<file path="src/hw/rtl/ffa_pkg.sv">
// ----------------------------------------------------------------------------
// ffa_pkg
// Shared constants and status codes for the first-fit allocator.
// ----------------------------------------------------------------------------
package ffa_pkg;

  // Default pool geometry.
  localparam int unsigned POOL_SIZE  = 2048;
  localparam int unsigned MAX_BLOCKS = 32;

  // Fixed field widths of the request and response channels.
  localparam int unsigned TAG_W   = 16;
  localparam int unsigned SIZE_W  = 12;
  localparam int unsigned STAT_W  = 3;
  localparam int unsigned START_W = 11;

  // Response status codes.
  typedef enum logic [STAT_W-1:0] {
    ST_OK       = 3'd0,
    ST_DUP      = 3'd1,
    ST_NOSPACE  = 3'd2,
    ST_NOTFOUND = 3'd3,
    ST_FULL     = 3'd4
  } status_t;

  // Request operation codes.
  localparam logic OP_ALLOC = 1'b0;
  localparam logic OP_FREE  = 1'b1;

endpackage

</file>
<file path="src/hw/rtl/ffa_cell.sv">
// ----------------------------------------------------------------------------
// ffa_cell
// One cell of the allocator chain: holds one free extent and one block
// entry, folds its contents into the passing search token, and applies the
// final update that the controller broadcasts.
// ----------------------------------------------------------------------------
module ffa_cell #(
  parameter int unsigned POOL_SIZE  = ffa_pkg::POOL_SIZE,
  parameter int unsigned MAX_BLOCKS = ffa_pkg::MAX_BLOCKS,
  parameter int unsigned CELL_IDX   = 0,
  // Width of the packed search token; must equal the bits of tok_t below.
  parameter int unsigned TOK_W      = 8 + ffa_pkg::TAG_W + ffa_pkg::SIZE_W +
                                      6 * $clog2(MAX_BLOCKS) +
                                      4 * $clog2(POOL_SIZE + 1)
) (
  input  logic clk,
  input  logic rst_n,
  input  logic tok_v_i,
  input  logic [TOK_W-1:0] tok_i,
  output logic tok_v_o,
  output logic [TOK_W-1:0] tok_o,
  input  logic upd_en_i,
  input  logic [TOK_W-1:0] upd_tok_i,
  output logic blk_valid_o
);

  localparam int unsigned AW = $clog2(POOL_SIZE + 1);
  localparam int unsigned IW = $clog2(MAX_BLOCKS);
  localparam int unsigned CW = (AW > ffa_pkg::SIZE_W) ? AW : ffa_pkg::SIZE_W;
  localparam logic [IW-1:0] MY_IDX = IW'(CELL_IDX);

  typedef struct packed {
    logic                        op;
    logic [ffa_pkg::TAG_W-1:0]   tag;
    logic [ffa_pkg::SIZE_W-1:0]  size;
    logic                        lap;
    logic                        hit;
    logic [IW-1:0]               hit_idx;
    logic [AW-1:0]               s;
    logic [AW-1:0]               blen;
    logic                        pick_v;
    logic [IW-1:0]               pick_idx;
    logic [AW-1:0]               pick_start;
    logic                        slot_v;
    logic [IW-1:0]               slot_idx;
    logic                        bef_v;
    logic [IW-1:0]               bef_idx;
    logic                        aft_v;
    logic [IW-1:0]               aft_idx;
    logic [AW-1:0]               aft_len;
    logic                        nf_v;
    logic [IW-1:0]               nf_idx;
  } tok_t;

  // Free extent and block entry held by this cell.
  logic                        free_v_r;
  logic [AW-1:0]               free_start_r;
  logic [AW-1:0]               free_len_r;
  logic                        blk_v_r;
  logic [ffa_pkg::TAG_W-1:0]   blk_tag_r;
  logic [AW-1:0]               blk_start_r;
  logic [AW-1:0]               blk_len_r;

  logic                        tok_v_r;
  tok_t                        tok_r;
  tok_t                        t_in;
  tok_t                        t_nxt;
  tok_t                        u;
  logic [AW:0]                 free_end;
  logic [AW:0]                 req_end;
  logic [AW-1:0]               size_a;
  logic [AW-1:0]               len_left;
  logic                        fits;

  assign t_in     = tok_t'(tok_i);
  assign u        = tok_t'(upd_tok_i);
  assign free_end = {1'b0, free_start_r} + {1'b0, free_len_r};
  assign req_end  = {1'b0, t_in.s} + {1'b0, t_in.blen};
  assign fits     = CW'(free_len_r) >= CW'(t_in.size);
  assign size_a   = AW'(u.size);
  assign len_left = free_len_r - size_a;

  // Fold this cell's entries into the passing token.
  always_comb begin
    t_nxt = t_in;
    if (!t_in.lap) begin
      if (blk_v_r && blk_tag_r == t_in.tag && !t_in.hit) begin
        t_nxt.hit     = 1'b1;
        t_nxt.hit_idx = MY_IDX;
        t_nxt.s       = blk_start_r;
        t_nxt.blen    = blk_len_r;
      end
      if (!blk_v_r && !t_in.slot_v) begin
        t_nxt.slot_v   = 1'b1;
        t_nxt.slot_idx = MY_IDX;
      end
      if (free_v_r && fits && (!t_in.pick_v || free_start_r < t_in.pick_start)) begin
        t_nxt.pick_v     = 1'b1;
        t_nxt.pick_idx   = MY_IDX;
        t_nxt.pick_start = free_start_r;
      end
      if (!free_v_r && !t_in.nf_v) begin
        t_nxt.nf_v   = 1'b1;
        t_nxt.nf_idx = MY_IDX;
      end
    end else if (free_v_r) begin
      if (free_end == {1'b0, t_in.s}) begin
        t_nxt.bef_v   = 1'b1;
        t_nxt.bef_idx = MY_IDX;
      end else if ({1'b0, free_start_r} == req_end) begin
        t_nxt.aft_v   = 1'b1;
        t_nxt.aft_idx = MY_IDX;
        t_nxt.aft_len = free_len_r;
      end
    end
  end

  // Token stage toward the next cell.
  always_ff @(posedge clk) begin
    if (!rst_n) begin
      tok_v_r <= 1'b0;
    end else begin
      tok_v_r <= tok_v_i;
    end
    if (tok_v_i) begin
      tok_r <= t_nxt;
    end
  end

  // Free extent update.
  always_ff @(posedge clk) begin
    if (!rst_n) begin
      free_v_r     <= (CELL_IDX == 0);
      free_start_r <= '0;
      free_len_r   <= (CELL_IDX == 0) ? AW'(POOL_SIZE) : '0;
    end else if (upd_en_i) begin
      if (u.op == ffa_pkg::OP_ALLOC) begin
        if (u.pick_idx == MY_IDX) begin
          free_len_r   <= len_left;
          free_v_r     <= (len_left != '0);
          free_start_r <= (len_left == '0) ? '0 : free_start_r + size_a;
        end
      end else if (u.bef_v) begin
        if (u.bef_idx == MY_IDX) begin
          free_len_r <= free_len_r + u.blen + (u.aft_v ? u.aft_len : '0);
        end
        if (u.aft_v && u.aft_idx == MY_IDX) begin
          free_v_r     <= 1'b0;
          free_start_r <= '0;
          free_len_r   <= '0;
        end
      end else if (u.aft_v) begin
        if (u.aft_idx == MY_IDX) begin
          free_start_r <= u.s;
          free_len_r   <= free_len_r + u.blen;
        end
      end else if (u.nf_v && u.nf_idx == MY_IDX) begin
        free_v_r     <= 1'b1;
        free_start_r <= u.s;
        free_len_r   <= u.blen;
      end
    end
  end

  // Block entry update.
  always_ff @(posedge clk) begin
    if (!rst_n) begin
      blk_v_r <= 1'b0;
    end else if (upd_en_i) begin
      if (u.op == ffa_pkg::OP_ALLOC) begin
        if (u.slot_idx == MY_IDX) begin
          blk_v_r <= 1'b1;
        end
      end else if (u.hit_idx == MY_IDX) begin
        blk_v_r <= 1'b0;
      end
    end
    if (upd_en_i && u.op == ffa_pkg::OP_ALLOC && u.slot_idx == MY_IDX) begin
      blk_tag_r   <= u.tag;
      blk_start_r <= u.pick_start;
      blk_len_r   <= size_a;
    end
  end

  assign tok_v_o     = tok_v_r;
  assign tok_o       = tok_r;
  assign blk_valid_o = blk_v_r;

endmodule

</file>
<file path="config.mk">
export PLATFORM = sky130hd
export DESIGN_NAME = ffa_cell
export DESIGN_NICKNAME = d
export VERILOG_FILES = /design/src/hw/rtl/ffa_pkg.sv /design/src/hw/rtl/ffa_cell.sv
export SDC_FILE = /design/constraint.sdc
export NUM_CORES = 1
export LEC_CHECK = 0
export BUFFER_PORTS_ARGS = -buffer_cell sky130_fd_sc_hd__buf_2
export CAP_MARGIN = 20
export CORE_MARGIN = 2
export CORE_UTILIZATION = 50
export CTS_CLUSTER_DIAMETER = 60
export CTS_CLUSTER_SIZE = 24
export DETAILED_ROUTE_END_ITERATION = 10
export MAX_ROUTING_LAYER = met4
export PLACE_DENSITY = 0.8
export SLEW_MARGIN = 20
export SYNTH_ARGS = -nofsm -noshare
export SYNTH_HDL_FRONTEND = slang
export SYNTH_SLANG_ARGS = --single-unit
</file>
<file path="constraint.sdc">
create_clock -name clk -period 18.15 [get_ports clk]
set_input_delay 2.7225 -clock clk [delete_from_list [all_inputs] [get_ports clk]]
set_output_delay 2.7225 -clock clk [all_outputs]
set_load 0.01 [all_outputs]
</file>
==> impl.org <==
** Outcome
- Outcome :: complete, no violations

** Setup path
- Along the worst path, the maximum fanout reaches 18.
- Worst EP arrival :: 6.04 ns
- Reg-to-reg endpoint :: tok_o[8]$_DFFE_PP_
- FF-to-FF setup slack :: ~14 ns
- Measured in cells, the most critical reg-to-reg path has a length of 10.
- Critical path type :: in2reg
- Critical Path Sink Type :: register
- For the worst setup path, the data required time is around 18 ns.
- Launching element type of the critical path :: primary input
- RR Startpoint :: free_len_r[1]$_SDFFE_PN0P_

** Drt
- Detail Route Antenna Nets :: 0
- In the final routed layout, each cell accounts on average for around 19 um.
- Summing over every cut layer, the via total after detailed routing is just under 10,000.
- Detail-routed via count per cell :: 5.79
- After the first detailed-routing iteration, the DRC count stood at 754.
- Total routed wirelength :: roughly 33,000 um
- Detailed-router iteration count before antenna repair :: 4
- Drt drc :: 0

** Finish
- In the layout the commonest cells are 342 x buf_2, 154 x edfxtp_1, 91 x ha_1.
- Fill cells in the final layout number 1,846.
- After the last flow step, the layout net total stands at around 1,700.
- Layout overhead on the synthesized area :: 22.9%
- Measured on the finished design, the core utilization comes to 0.625.
- Most common library cell in the layout ignoring fill and taps :: buf_2
- In the final layout, the share of cells above drive strength 1 is 0.314.
- Antenna diode count :: 0

** Place
- Worst setup timing slack at the placement stage :: ~12 ns
- Final RePlAce weighted congestion :: 0.938
- Port bufs :: between 300 and 400
- The HPWL after detailed placement is ~25,000 um.

** Clock tree
- The clock drives approximately 180 sinks.
- # resized after CTS :: 0
- In this run, CTS created clock tree buffers numbering 17.
- Post-CTS clock slew at the launch and capture registers of the worst setup and hold paths :: ~0.08 ns
- Number of H-tree branching levels :: 4
- Once the clock tree was built, the setup fixing pass inserted 0 buffers.
- TritonCTS built the clock tree.
- Buffers inserted to repair hold after CTS numbered 0.
- Clk Latency, worst-skew pair :: roughly 0.44 ns
- No sink is reached through more buffers than the 2 on the longest clock path.
- The cell sitting at the root of the clock tree is a clkbuf_16.

** Logic synthesis
- Commonest register cell after synthesis :: edfxtp_1
- Cell variety after synth :: 67
- Net count after synthesis :: about 1,400
- Of the synthesized area, sequential elements account for 0.450.
- Cell area after synthesis :: between 0.01 and 0.015 mm^2
- After technology mapping, the gate count stands at ~1,100.
- Yosys printed 0 warnings.
- Each instance of the synthesized netlist takes up on average roughly 11 um^2.
- Number of enable-type register cells in the synthesized netlist :: ~150
- Share of synthesized flip-flops with an asynchronous set or reset :: 0
- The synthesized design contains around 180 register bits.

** Power
- Across the VDD grid, the largest voltage drop is roughly 0.000053 V.
- Post-layout power :: roughly 1.1 mW
- Pwr per Cell Area :: 81.2 mW/mm^2
- In this run the static leakage power is slightly above 6 nW.

** STA
- Hold timing on the final database bottoms out at a slack of between 0.5 and 0.6 ns.
- The total count of max-transition violations in the final report came to 0.
- After routing, the total negative slack on setup checks comes to 0 ns.
- The count of final hold-check violations is 0.
- Timing-limited maximum frequency :: roughly 0.17 GHz
- Part of the cycle the worst path needs :: 0.322
- Measured against its own limit, the worst slew margin works out to 0.323.
- The worst path in the final design needs a cycle of about 6 ns, including I/O delays and setup.
- Once routing completed, OpenROAD measured the worst setup slack at around 12 ns.
- For the pin with the worst max-slew slack, the measured transition is 1.02 ns.
- Setup repair after global routing left no endpoint under its margin.
- On the final layout, the worst clock skew is around 0.012 ns.
- Final setup violation count :: 0

** GRT
- Entering global routing, the biggest net connects 79 pins.
- Total track usage :: 0.274
- After global routing the overflow that remains totals 0.
- The initial antenna violation count was 0.
- The number of global-route vias before repair came to about 9,800.
- The first global-routing pass estimated ~50,000 um of wire.

** Worst hold path
- The worst hold path terminates at tok_o[71]$_DFFE_PP_.
- WHS Path Cells :: 1
- Class of the worst hold path :: reg2reg
- The worst hold path begins at blk_start_r[5]$_DFFE_PP_.

** Die
- From bottom edge to top edge, the die measures 156 um.
- After floorplanning, the core was sized to cover 0.0226 mm^2.
- Die area :: 0.0242 mm^2
- about 350 I/O pins were placed.
- Die outline width :: 156 um
- The initial utilization of the core area, before any placement, comes to 0.509.
- # rows :: 55

** Flow run
- Across the run, the number of max-cap violations was 0.
[cells in the mapped netlist, types with 31 or more instances]
library cell | count | share of area
edfxtp_1 | 154 | 0.40
o211ai_1 | 31 | 0.020
xor2_1 | 32 | 0.024
inv_1 | 55 | 0.018
nand3_1 | 45 | 0.020
a21oi_1 | 52 | 0.023
nand2_1 | 47 | 0.015
o21ai_0 | 56 | 0.024
mux2_2 | 41 | 0.040
ha_1 | 91 | 0.099
nor2_1 | 45 | 0.015
xnor2_1 | 53 | 0.040
[cells by family (layout without fill, tap and decap cells)]
kind of cell,after synthesis,in the layout,share of synthesized area
xor+xnor,86,86,0.0668
compound gates,276,276,0.164
flops,181,181,0.450
simple gates,279,279,0.127
mux,53,53,0.0524
buf+inv,90,438,0.0301
fa+ha+maj,97,97,0.110
[flip-flops by register name, summed over array words and instances, names as in the netlist]
name,cells
free_len_r,12
blk_tag_r,16
blk_start_r,12
tok_o,114
tok_v_o,1
blk_valid_o,1
blk_len_r,12
free_v_r,1
free_start_r,12
[area by class of cell]
class / count / area [um^2] / area share
repair buffers: 350 / 1770 / 0.126
multi-input cells: 791 / 5990 / 0.425
well taps: 285 / 357 / 0.0253
flip-flops and latches: 181 / 5160 / 0.366
clock buffers: 17 / 425 / 0.0301
clock inverters: 15 / 188 / 0.0133
inverters: 56 / 210 / 0.0149
[worst max-delay path, stage by stage]
cell,delay (ns)
buf_2,0.14
ha_1,0.22
fa_1,0.41
a21o_1,0.20
a221oi_1,0.49
a211oi_1,0.17
o21ai_0,0.28
a21oi_1,0.11
nor3b_1,0.35
o2111ai_4,0.49
mux2_4,0.45
[metal layers]
layer | share of wire | routed length (um) | track usage | vias to the layer above
li1 | - | - | - | 4718
met1 | 0.41 | 13300 | 0.329 | 4613
met2 | 0.50 | 16100 | 0.469 | 410
met3 | 0.064 | 2070 | 0.0408 | 69
met4 | 0.032 | 1040 | 0.104 | 0
met5 | 0 | 0 | - | -
[power breakdown]
part	leakage [nW]	switching (mW)	total [mW]	internal (mW)
Sequential	1.70	0.0162	0.494	0.478
Combinational	4.24	0.150	0.268	0.118
Clock	0.296	0.193	0.383	0.190
Total	6.23	0.359	1.15	0.786
[worst max-delay path by stage]
stage	start	endpoint	slack, ns	depth (start not counted)
6_report	tok_i[66]	tok_o[17]$_DFFE_PP_	12.31	11
5_1_grt	tok_i[66]	tok_o[17]$_DFFE_PP_	12.04	11
4_1_cts	tok_i[66]	tok_o[16]$_DFFE_PP_	12.31	11
3_5_place_dp	tok_i[66]	tok_o[16]$_DFFE_PP_	11.83	10
3_3_place_gp	tok_i[66]	tok_o[15]$_DFFE_PP_	11.89	10
2_1_floorplan	upd_tok_i[30]	blk_len_r[0]$_DFFE_PP_	10.10	2
[through the flow]
stage                     cells  area, um^2
after floorplan            1062       11500
after global placement     1663       13500
final                      1695       14100
after CTS                  1695       14100
after detailed placement   1663       13500
after global routing       1695       14100
Power figures use the tool's default switching activity.
